### config.mk
export PLATFORM = sky130hd
export DESIGN_NAME = bracket_matching_source_parser_unit_flat
export DESIGN_NICKNAME = d
export VERILOG_FILES = /design/src/rtl/core/bmsp_pkg.sv /design/src/rtl/core/bmsp_if.sv /design/src/rtl/core/bmsp_stack_ram.sv /design/src/rtl/core/bmsp_scan.sv /design/src/rtl/core/bmsp_drain.sv /design/src/rtl/core/bracket_matching_source_parser_unit.sv /design/src/flat_wrapper.sv
export SDC_FILE = /design/constraint.sdc
export NUM_CORES = 1
export LEC_CHECK = 0
export BUFFER_PORTS_ARGS = -buffer_cell sky130_fd_sc_hd__buf_4
export CORE_MARGIN = 2
export CORE_UTILIZATION = 45
export DETAILED_ROUTE_END_ITERATION = 10
export GPL_TIMING_DRIVEN = 0
export REMOVE_ABC_BUFFERS = 1
export SLEW_MARGIN = 20
export SYNTH_ARGS = -nofsm -noshare
export SYNTH_HDL_FRONTEND = slang
export SYNTH_HIERARCHICAL = 1
export SYNTH_SLANG_ARGS = --single-unit
### constraint.sdc
create_clock -name clk -period 5.2 [get_ports clk]
set_input_delay 0.78 -clock clk [delete_from_list [all_inputs] [get_ports clk]]
set_output_delay 0.78 -clock clk [all_outputs]
set_load 0.02 [all_outputs]
### src/rtl/core/bmsp_pkg.sv
package bmsp_pkg;

  typedef enum logic [2:0] {
    KIND_INSTR      = 3'd0,
    KIND_LABEL_BYTE = 3'd1,
    KIND_LABEL_END  = 3'd2,
    KIND_DONE       = 3'd3,
    KIND_ERROR      = 3'd4
  } kind_t;

  typedef enum logic [1:0] {
    ERR_UNMATCHED = 2'd0,
    ERR_UNCLOSED  = 2'd1,
    ERR_DEPTH     = 2'd2,
    ERR_LONG      = 2'd3
  } err_t;

  localparam logic [2:0] OP_LEFT  = 3'd0;
  localparam logic [2:0] OP_RIGHT = 3'd1;
  localparam logic [2:0] OP_INC   = 3'd2;
  localparam logic [2:0] OP_DEC   = 3'd3;
  localparam logic [2:0] OP_IN    = 3'd4;
  localparam logic [2:0] OP_OUT   = 3'd5;
  localparam logic [2:0] OP_OPEN  = 3'd6;
  localparam logic [2:0] OP_CLOSE = 3'd7;

  localparam logic [7:0] SEP_RESET = 8'd35;

  typedef struct packed {
    logic       hit;
    logic [2:0] op;
  } decode_t;

  // Per-item result record handed from the scan stage to the output stage.
  typedef struct packed {
    logic       r0_v;
    kind_t      r0_kind;
    logic [2:0] r0_op;
    logic [7:0] r0_lb;
    logic       r0_pop;
    logic       le_v;
    logic       t_v;
    kind_t      t_kind;
    err_t       t_err;
  } rec_ctl_t;

  function automatic decode_t decode_op(input logic [7:0] b);
    decode_t d;
    d.hit = 1'b1;
    d.op  = OP_LEFT;
    case (b)
      8'h3C: d.op = OP_LEFT;
      8'h3E: d.op = OP_RIGHT;
      8'h2B: d.op = OP_INC;
      8'h2D: d.op = OP_DEC;
      8'h2C: d.op = OP_IN;
      8'h2E: d.op = OP_OUT;
      8'h5B: d.op = OP_OPEN;
      8'h5D: d.op = OP_CLOSE;
      default: d.hit = 1'b0;
    endcase
    return d;
  endfunction

endpackage

### src/rtl/core/bmsp_if.sv
interface bmsp_in_if;
  logic       valid;
  logic       ready;
  logic [7:0] source_byte;
  logic       last;

  modport source (output valid, source_byte, last, input ready);
  modport sink (input valid, source_byte, last, output ready);
endinterface

interface bmsp_cfg_if;
  logic       valid;
  logic       ready;
  logic [7:0] sep_value;

  modport source (output valid, sep_value, input ready);
  modport sink (input valid, sep_value, output ready);
endinterface

interface bmsp_out_if #(parameter int POS_W = 16);
  logic             valid;
  logic             ready;
  logic [2:0]       kind;
  logic [2:0]       opcode;
  logic [POS_W-1:0] position;
  logic [POS_W-1:0] match_position;
  logic [7:0]       label_byte;
  logic [1:0]       error_code;
  logic             final_res;

  modport source (output valid, kind, opcode, position, match_position, label_byte,
                  error_code, final_res, input ready);
  modport sink (input valid, kind, opcode, position, match_position, label_byte,
                error_code, final_res, output ready);
endinterface

### src/rtl/core/bmsp_stack_ram.sv
module bmsp_stack_ram #(
  parameter int DW    = 16,
  parameter int DEPTH = 64
) (
  input  logic                     clk,
  input  logic                     we,
  input  logic [$clog2(DEPTH)-1:0] waddr,
  input  logic [DW-1:0]            wdata,
  input  logic                     re,
  input  logic [$clog2(DEPTH)-1:0] raddr,
  output logic [DW-1:0]            rdata
);

  logic [DW-1:0] mem [DEPTH];

  always_ff @(posedge clk) begin
    if (we) begin
      mem[waddr] <= wdata;
    end
  end

  // Hold read data until the next read so a stalled record keeps its match.
  always_ff @(posedge clk) begin
    if (re) begin
      rdata <= mem[raddr];
    end
  end

endmodule

### src/rtl/core/bmsp_scan.sv
module bmsp_scan #(
  parameter int POS_W = 16,
  parameter int DEPTH = 64
) (
  input  logic                     clk,
  input  logic                     rst,
  input  logic                     fire,
  input  logic [7:0]               source_byte,
  input  logic                     last,
  input  logic [7:0]               separator,
  output logic                     mem_we,
  output logic [$clog2(DEPTH)-1:0] mem_waddr,
  output logic [POS_W-1:0]         mem_wdata,
  output logic                     mem_re,
  output logic [$clog2(DEPTH)-1:0] mem_raddr,
  output logic                     rec_load,
  output bmsp_pkg::rec_ctl_t       rec,
  output logic [POS_W-1:0]         r0_pos,
  output logic [POS_W-1:0]         end_pos
);

  localparam int AW    = $clog2(DEPTH);
  localparam int CNT_W = $clog2(DEPTH + 1);

  logic [POS_W-1:0] next_position, next_position_next;
  logic [CNT_W-1:0] stack_count, stack_count_next;
  logic             in_label, in_label_next;
  logic             error_seen, error_seen_next;
  bmsp_pkg::err_t   saved_error, saved_error_next;

  bmsp_pkg::decode_t dec;
  logic              is_sep;
  logic              push;
  logic              pop;

  assign dec    = bmsp_pkg::decode_op(source_byte);
  assign is_sep = (source_byte == separator);

  assign mem_we    = fire && push;
  assign mem_waddr = stack_count[AW-1:0];
  assign mem_wdata = next_position;
  assign mem_re    = fire && pop;
  assign mem_raddr = AW'(stack_count - CNT_W'(1));
  assign rec_load  = fire && (rec.r0_v || rec.le_v || rec.t_v);
  assign r0_pos    = next_position;

  always_comb begin
    next_position_next = next_position;
    stack_count_next   = stack_count;
    in_label_next      = in_label;
    error_seen_next    = error_seen;
    saved_error_next   = saved_error;
    push               = 1'b0;
    pop                = 1'b0;
    rec                = '0;
    rec.r0_kind        = bmsp_pkg::KIND_INSTR;
    rec.t_kind         = bmsp_pkg::KIND_DONE;
    rec.t_err          = bmsp_pkg::ERR_UNMATCHED;
    end_pos            = '0;

    if (!error_seen) begin
      if (in_label) begin
        rec.r0_v = 1'b1;
        if (is_sep) begin
          in_label_next = 1'b0;
          rec.r0_kind   = bmsp_pkg::KIND_LABEL_END;
        end else begin
          rec.r0_kind = bmsp_pkg::KIND_LABEL_BYTE;
          rec.r0_lb   = source_byte;
        end
      end else if (is_sep) begin
        in_label_next = 1'b1;
      end else if (dec.hit) begin
        if (next_position == {POS_W{1'b1}}) begin
          error_seen_next  = 1'b1;
          saved_error_next = bmsp_pkg::ERR_LONG;
        end else if (dec.op == bmsp_pkg::OP_OPEN &&
                     stack_count == CNT_W'(DEPTH)) begin
          error_seen_next  = 1'b1;
          saved_error_next = bmsp_pkg::ERR_DEPTH;
        end else if (dec.op == bmsp_pkg::OP_CLOSE && stack_count == '0) begin
          error_seen_next  = 1'b1;
          saved_error_next = bmsp_pkg::ERR_UNMATCHED;
        end else begin
          rec.r0_v           = 1'b1;
          rec.r0_op          = dec.op;
          next_position_next = next_position + POS_W'(1);
          if (dec.op == bmsp_pkg::OP_OPEN) begin
            push             = 1'b1;
            stack_count_next = stack_count + CNT_W'(1);
          end else if (dec.op == bmsp_pkg::OP_CLOSE) begin
            pop              = 1'b1;
            rec.r0_pop       = 1'b1;
            stack_count_next = stack_count - CNT_W'(1);
          end
        end
      end
    end

    if (last) begin
      end_pos = next_position_next;
      rec.t_v = 1'b1;
      if (error_seen_next) begin
        rec.r0_v   = 1'b0;
        rec.t_kind = bmsp_pkg::KIND_ERROR;
        rec.t_err  = saved_error_next;
      end else begin
        rec.le_v = in_label_next;
        if (stack_count_next != '0) begin
          rec.t_kind = bmsp_pkg::KIND_ERROR;
          rec.t_err  = bmsp_pkg::ERR_UNCLOSED;
        end
      end
      // Start the next program from a clean state.
      next_position_next = '0;
      stack_count_next   = '0;
      in_label_next      = 1'b0;
      error_seen_next    = 1'b0;
      saved_error_next   = bmsp_pkg::ERR_UNMATCHED;
    end else if (error_seen_next) begin
      rec.r0_v = 1'b0;
    end
  end

  always_ff @(posedge clk) begin
    if (rst) begin
      next_position <= '0;
      stack_count   <= '0;
      in_label      <= 1'b0;
      error_seen    <= 1'b0;
      saved_error   <= bmsp_pkg::ERR_UNMATCHED;
    end else if (fire) begin
      next_position <= next_position_next;
      stack_count   <= stack_count_next;
      in_label      <= in_label_next;
      error_seen    <= error_seen_next;
      saved_error   <= saved_error_next;
    end
  end

endmodule

### src/rtl/core/bmsp_drain.sv
module bmsp_drain #(
  parameter int POS_W = 16
) (
  input  logic               clk,
  input  logic               rst,
  input  logic               rec_load,
  input  bmsp_pkg::rec_ctl_t rec_in,
  input  logic [POS_W-1:0]   r0_pos_in,
  input  logic [POS_W-1:0]   end_pos_in,
  input  logic [POS_W-1:0]   match_data,
  output logic               take_ok,
  bmsp_out_if.source         res
);

  logic [2:0]         pend, pend_next;
  bmsp_pkg::rec_ctl_t rec;
  logic [POS_W-1:0]   r0_pos;
  logic [POS_W-1:0]   end_pos;
  logic               move;

  assign move    = (pend != '0) && (!res.valid || res.ready);
  assign take_ok = (pend_next == '0) || (pend == '0);

  // Retire the lowest pending result on each move.
  always_comb begin
    pend_next = pend;
    if (move) begin
      if (pend[0]) begin
        pend_next[0] = 1'b0;
      end else if (pend[1]) begin
        pend_next[1] = 1'b0;
      end else begin
        pend_next[2] = 1'b0;
      end
    end
  end

  always_ff @(posedge clk) begin
    if (rst) begin
      pend <= '0;
    end else if (rec_load) begin
      pend <= {rec_in.t_v, rec_in.le_v, rec_in.r0_v};
    end else begin
      pend <= pend_next;
    end
  end

  always_ff @(posedge clk) begin
    if (rec_load) begin
      rec     <= rec_in;
      r0_pos  <= r0_pos_in;
      end_pos <= end_pos_in;
    end
  end

  always_ff @(posedge clk) begin
    if (rst) begin
      res.valid <= 1'b0;
    end else if (move) begin
      res.valid <= 1'b1;
    end else if (res.ready) begin
      res.valid <= 1'b0;
    end
  end

  always_ff @(posedge clk) begin
    if (move) begin
      res.final_res      <= (pend_next == '0);
      res.opcode         <= '0;
      res.position       <= '0;
      res.match_position <= '0;
      res.label_byte     <= '0;
      res.error_code     <= '0;
      if (pend[0]) begin
        res.kind     <= rec.r0_kind;
        res.opcode   <= rec.r0_op;
        res.position <= r0_pos;
        res.label_byte <= rec.r0_lb;
        if (rec.r0_pop) begin
          res.match_position <= match_data;
        end
      end else if (pend[1]) begin
        res.kind     <= bmsp_pkg::KIND_LABEL_END;
        res.position <= end_pos;
      end else begin
        res.kind <= rec.t_kind;
        if (rec.t_kind == bmsp_pkg::KIND_ERROR) begin
          res.error_code <= rec.t_err;
        end else begin
          res.position <= end_pos;
        end
      end
    end
  end

endmodule

### src/rtl/core/bracket_matching_source_parser_unit.sv
// Channel  Dir  Payload                                         Handshake
// src      in   source_byte[7:0], last                          valid/ready
// res      out  kind, opcode, position, match_position,         valid/ready
//               label_byte, error_code, final_res
// cfg      in   sep_value[7:0]                                  valid/ready, always ready
//
// One source byte per cycle unless the res channel stalls; each byte does at most one stack read or write.
// A byte yields at most one result, except the last byte, which yields up to three,
// so after the last byte the input is held until those results have drained.
// Each result is registered in the drain's record register and then in the output register.
// rst is synchronous: clears parser state and the separator (to '#'); stack contents
// are not cleared and need no clearing pass.
module bracket_matching_source_parser_unit #(
  parameter int POSITION_BITS = 16,
  parameter int STACK_DEPTH   = 64
) (
  input  logic        clk,
  input  logic        rst,
  bmsp_in_if.sink     src,
  bmsp_cfg_if.sink    cfg,
  bmsp_out_if.source  res
);

  localparam int AW = $clog2(STACK_DEPTH);

  logic [7:0]               separator;
  logic                     fire;
  logic                     take_ok;
  logic                     mem_we;
  logic [AW-1:0]            mem_waddr;
  logic [POSITION_BITS-1:0] mem_wdata;
  logic                     mem_re;
  logic [AW-1:0]            mem_raddr;
  logic [POSITION_BITS-1:0] mem_rdata;
  logic                     rec_load;
  bmsp_pkg::rec_ctl_t       rec;
  logic [POSITION_BITS-1:0] r0_pos;
  logic [POSITION_BITS-1:0] end_pos;

  assign cfg.ready = 1'b1;
  assign src.ready = take_ok;
  assign fire      = src.valid && take_ok;

  always_ff @(posedge clk) begin
    if (rst) begin
      separator <= bmsp_pkg::SEP_RESET;
    end else if (cfg.valid) begin
      separator <= cfg.sep_value;
    end
  end

  bmsp_scan #(
    .POS_W (POSITION_BITS),
    .DEPTH (STACK_DEPTH)
  ) u_scan (
    .clk         (clk),
    .rst         (rst),
    .fire        (fire),
    .source_byte (src.source_byte),
    .last        (src.last),
    .separator   (separator),
    .mem_we      (mem_we),
    .mem_waddr   (mem_waddr),
    .mem_wdata   (mem_wdata),
    .mem_re      (mem_re),
    .mem_raddr   (mem_raddr),
    .rec_load    (rec_load),
    .rec         (rec),
    .r0_pos      (r0_pos),
    .end_pos     (end_pos)
  );

  bmsp_stack_ram #(
    .DW    (POSITION_BITS),
    .DEPTH (STACK_DEPTH)
  ) u_stack (
    .clk   (clk),
    .we    (mem_we),
    .waddr (mem_waddr),
    .wdata (mem_wdata),
    .re    (mem_re),
    .raddr (mem_raddr),
    .rdata (mem_rdata)
  );

  bmsp_drain #(
    .POS_W (POSITION_BITS)
  ) u_drain (
    .clk        (clk),
    .rst        (rst),
    .rec_load   (rec_load),
    .rec_in     (rec),
    .r0_pos_in  (r0_pos),
    .end_pos_in (end_pos),
    .match_data (mem_rdata),
    .take_ok    (take_ok),
    .res        (res)
  );

`ifndef SYNTHESIS
  a_error_is_final: assert property (@(posedge clk) disable iff (rst)
    res.valid && res.kind == bmsp_pkg::KIND_ERROR |-> res.final_res)
    else $error("error result not marked final");

  a_done_is_final: assert property (@(posedge clk) disable iff (rst)
    res.valid && res.kind == bmsp_pkg::KIND_DONE |-> res.final_res)
    else $error("done result not marked final");

  a_match_only_on_instr: assert property (@(posedge clk) disable iff (rst)
    res.valid && res.kind != bmsp_pkg::KIND_INSTR |-> res.match_position == '0)
    else $error("match position set on non-instruction result");

  a_no_mem_collision: assert property (@(posedge clk) disable iff (rst)
    !(mem_we && mem_re))
    else $error("stack push and pop in one cycle");
`endif

endmodule
### src/flat_wrapper.sv
// flat-port wrapper written by rule: the top's interface ports become plain ports
module bracket_matching_source_parser_unit_flat 
#(
  parameter int POSITION_BITS = 16,
  parameter int STACK_DEPTH   = 64
)
  (clk, rst, src_valid, src_source_byte, src_last, src_ready, cfg_valid, cfg_sep_value, cfg_ready, res_valid, res_kind, res_opcode, res_position, res_match_position, res_label_byte, res_error_code, res_final_res, res_ready);
  bmsp_in_if src_i ();
  bmsp_cfg_if cfg_i ();
  bmsp_out_if res_i ();
  input  logic clk;
  input  logic rst;
  input wire logic [$bits(src_i.valid)-1:0] src_valid;
  input wire logic [$bits(src_i.source_byte)-1:0] src_source_byte;
  input wire logic [$bits(src_i.last)-1:0] src_last;
  output wire logic [$bits(src_i.ready)-1:0] src_ready;
  input wire logic [$bits(cfg_i.valid)-1:0] cfg_valid;
  input wire logic [$bits(cfg_i.sep_value)-1:0] cfg_sep_value;
  output wire logic [$bits(cfg_i.ready)-1:0] cfg_ready;
  output wire logic [$bits(res_i.valid)-1:0] res_valid;
  output wire logic [$bits(res_i.kind)-1:0] res_kind;
  output wire logic [$bits(res_i.opcode)-1:0] res_opcode;
  output wire logic [$bits(res_i.position)-1:0] res_position;
  output wire logic [$bits(res_i.match_position)-1:0] res_match_position;
  output wire logic [$bits(res_i.label_byte)-1:0] res_label_byte;
  output wire logic [$bits(res_i.error_code)-1:0] res_error_code;
  output wire logic [$bits(res_i.final_res)-1:0] res_final_res;
  input wire logic [$bits(res_i.ready)-1:0] res_ready;
  assign src_i.valid = src_valid;
  assign src_i.source_byte = src_source_byte;
  assign src_i.last = src_last;
  assign src_ready = src_i.ready;
  assign cfg_i.valid = cfg_valid;
  assign cfg_i.sep_value = cfg_sep_value;
  assign cfg_ready = cfg_i.ready;
  assign res_valid = res_i.valid;
  assign res_kind = res_i.kind;
  assign res_opcode = res_i.opcode;
  assign res_position = res_i.position;
  assign res_match_position = res_i.match_position;
  assign res_label_byte = res_i.label_byte;
  assign res_error_code = res_i.error_code;
  assign res_final_res = res_i.final_res;
  assign res_i.ready = res_ready;
  bracket_matching_source_parser_unit #(.POSITION_BITS(POSITION_BITS), .STACK_DEPTH(STACK_DEPTH)) u_core (.clk(clk), .rst(rst), .src(src_i), .cfg(cfg_i), .res(res_i));
endmodule
==> reports/results.ini <==
[run_status]
status = finished clean

[logic_synthesis]
synthArstFlopShare_pct = 0
yosys-top-cells-area = edfxtp_1 (73%), mux4_2 (11%), mux2i_1 (2.1%)
synth.cell_area_sq_um = 47200
synth-seq-cells = 1180
synth_top_area_share_pct = 72.6
synth-edff-count = 1141
synth_cell_types = 97
avgSynthCellArea_sq_um = 19.2
synth_top_area_cell = edfxtp_1
yosysWarnings = 6
synth_seq_area_share_pct = 74.3
syn-instance-count = 2451
synth_flop_cell = edfxtp_1

[power_and_ir_drop]
peakVddDrop_mv = 0.305
seqPwrFrac_pct = 54.9
power.switching_uw = 3640
cellLeakagePower_uw = 0.0201
power_uw = 18800
intPower_uw = 15100
power_frac_clock_pct = 44.3
sw_frac_of_total_pct = 19.4
p_per_area_nw_per_um2 = 345
power_frac_comb_pct = 0.8

[floorplanning]
dieArea_sq_um = 107000
coreArea_sq_um = 104000
ios = 74
die_w_um = 328
std_cell_rows = 118
floorplan.initialDensity_pct = 45.5
die_h_um = 328

[global_route]
grt_use_total_pct = 20.3
grt_remaining_overflow = 0
met3_usage_pct = 4.18
grtUsageMet1_pct = 28.5
grt_max_degree = 85
top_usage_layer = met2
antenna_found_initial = 4
grt_pass1_vias = 24154
grt_pass1_wl_um = 161000
met2_usage_pct = 32.2

[clock_network]
cts.sink_count = 1180
cts_tree = done
clockBufferDepth = 3
cts_root_buf = clkbuf_16
htree_levels = 3
clk_pin_slew_worst_paths_ps = 60
holdBufCountCts = 0
clkLatencyLatePin_ps = 710
cts_buffers = 117
postCtsSetupBuffers = 0

[sta]
worst_slew_pin_slew_ps = 1010
finClkSkew_ps = 27.6
slew_headroom_pct = 31.5
max_freq_ghz = 0.201
drv_slew = 0
fin_ws_ps = 214
period_share_pct = 95.9
min_period_ps = 4990
hold_viol = 0
setup_violations = 0

[min_path]
hold_class = primary input to flip-flop
hold_start = cfg_sep_value[0]

[route]
vias = 24114
dr.pass1.iters = 7
wl_um = 109000
routed_via_density = 5.94
drt_iter0_drc = 2614
drtAntennaViolNets = 0
wl_per_cell_um = 26.9
drc_errors = 0

[setup_path]
end_kind = flip-flop
startpoint = u_core/u_scan/stack_count[0]
critical_path_class = flip-flop to flip-flop
reg2reg_from = u_core/u_scan/stack_count[0]
crit_required_ps = 5600
cp-start-kind = flip-flop
worstPathArrival_ps = 5380
crit_fanout = 46

[finish]
multiInputGateArea_sq_um = 11300
antenna_cells = 0
final_layout_size_suffix_gt1_share_pct = 27.4
post-route-util_pct = 52.4
nets = 2605
fillers = 8014
syn_to_final_growth_pct = 15.4
final-seq-area_sq_um = 35100

[placement]
port-buffer-count = 72
pre_cts_slack_ps = -76.5
place_congestion = 0.855
dp_hpwl_um = 69300

[flow_run]
cap_violations = 0

[power groups by stage]
stage / sequential (uW) / clock [uW] / combinational (uW)
2_1_floorplan: 10500 / 0 / 71.4
3_3_place_gp: 10500 / 0 / 145
6_report: 10300 / 8300 / 147
5_1_grt: 10300 / 8840 / 159
4_1_cts: 10300 / 8470 / 148
3_5_place_dp: 10500 / 0 / 147
[timing repair]
action | 4_1_cts | 5_1_grt
setup endpoints to repair | 4 | 9
pin swaps | 0 | 0
gates resized for setup | 2 | 7
[per-layer routing]
layer	up-vias	part of all wire [%]
met3	181	6.7
met4	0	3.1
met5	-	0
met1	12748	42
met2	863	48
li1	10322	-
[cell type report]
| type | count | area share [%] |
|---|---|---|
| Timing Repair Buffer | 181 | 4.43 |
| Clock inverter | 72 | 1.34 |
| Clock buffer | 150 | 5.68 |
| Tap cell | 1380 | 3.17 |
| Multi-Input combinational cell | 1085 | 20.8 |
| Inverter | 12 | 0.110 |
| Sequential cell | 1180 | 64.5 |
[worst max-delay path: stages (launching register included)]
cell and delay (ps):
dfxtp_1 510, inv_8 390, buf_16 370, ha_1 400
or3b_2 600, xnor2_4 260, buf_6 240, buf_6 160
nand2b_1 410, a211o_1 390, a31oi_1 800, a311oi_1 110
[stage by stage]
step | TNS, ps | hold WS (ps) | instances | area (sq um)
floorplan | -6903790 | 440 | 2277 | 46100
global placement | - | 463 | 3729 | 48300
detailed placement | -203 | 473 | 3838 | 50600
CTS | 0 | 253 | 4060 | 54400
global route | -30.2 | 263 | 4060 | 54400
finish | 0 | 294 | 4060 | 54400
[sequential cells by signal (all words and copies together) (netlist names), 3 cells and up]
| signal | count |
|---|---|
| u_core/separator | 8 |
| u_core/u_drain/end_pos | 16 |
| u_core/u_drain/pend | 3 |
| u_core/u_drain/r0_pos | 16 |
| u_core/u_drain/rec | 20 |
| u_core/u_drain/res.kind | 3 |
| u_core/u_drain/res.label_byte | 8 |
| u_core/u_drain/res.match_position | 16 |
| u_core/u_drain/res.opcode | 3 |
| u_core/u_drain/res.position | 16 |
| u_core/u_scan/mem_wdata | 16 |
| u_core/u_scan/stack_count | 7 |
| u_core/u_stack/mem | 1024 |
| u_core/u_stack/rdata | 16 |
[synthesized netlist by cell type, types with 18 or more instances]
| master | instances |
|---|---|
| mux4_2 | 221 |
| nor2b_1 | 37 |
| nand3_1 | 46 |
| xnor2_1 | 19 |
| clkbuf_1 | 70 |
| dfxtp_1 | 39 |
| buf_2 | 25 |
| a22oi_1 | 62 |
| buf_4 | 47 |
| a31oi_1 | 22 |
| nor2_1 | 120 |
| and2_1 | 28 |
| mux2i_1 | 101 |
| and3_1 | 30 |
| o21ai_0 | 23 |
| nand2_1 | 53 |
| edfxtp_1 | 1141 |
| a21oi_1 | 47 |
| a221oi_1 | 22 |
| buf_6 | 18 |
[path summary, 6_finish.rpt]
path / end / slack [ps] / cells past startpoint
setup / recovery: u_core/u_stack/rdata[4] / 210 / 11
hold / removal: u_core/separator[0] / 290 / 2
setup reg to reg: u_core/u_stack/rdata[4] / 210 / 11
hold reg to reg: u_core/u_drain/r0_pos[13] / 490 / 0
[placed cells by master, fill, tap and decap left out, drive strengths merged, types with 6 or more instances in the layout]
| cell type | instances |
|---|---|
| nor3b | 6 |
| nand2 | 55 |
| a22oi | 62 |
| or2 | 7 |
| dfxtp | 39 |
| a311oi | 13 |
| ha | 6 |
| clkbuf | 150 |
| nand4 | 11 |
| buf | 181 |
| nor2b | 40 |
| bufinv | 11 |
| a211oi | 19 |
| nand3b | 11 |
| a22o | 20 |
| a31oi | 22 |
| and4 | 14 |
| edfxtp | 1141 |
| xor2 | 6 |
| nor3 | 15 |
| xnor2 | 19 |
| nor4 | 20 |
| and2 | 29 |
| nor2 | 122 |
| mux4 | 223 |
| mux2 | 12 |
| a21oi | 48 |
| a221oi | 22 |
| or3 | 12 |
| a211o | 13 |
| nand3 | 46 |
| clkinv | 55 |
| mux2i | 101 |
| inv | 14 |
| and3 | 30 |
| o21ai | 26 |
[cells by family (layout without fill, tap and decap cells)]
family,count (synthesis),count (layout),share of synthesized area (%)
muxes,336,336,13.1
other,2,2,0.0159
DFF,1180,1180,74.3
AOI/OAI and AO/OA,274,274,4.28
and+or+nand+nor,441,441,5.21
xor gates and xnor gates,25,25,0.464
buffers and inverters,186,415,2.48
adders and majority gates,7,7,0.180
Note: power is estimated with default switching activity, not from simulation.
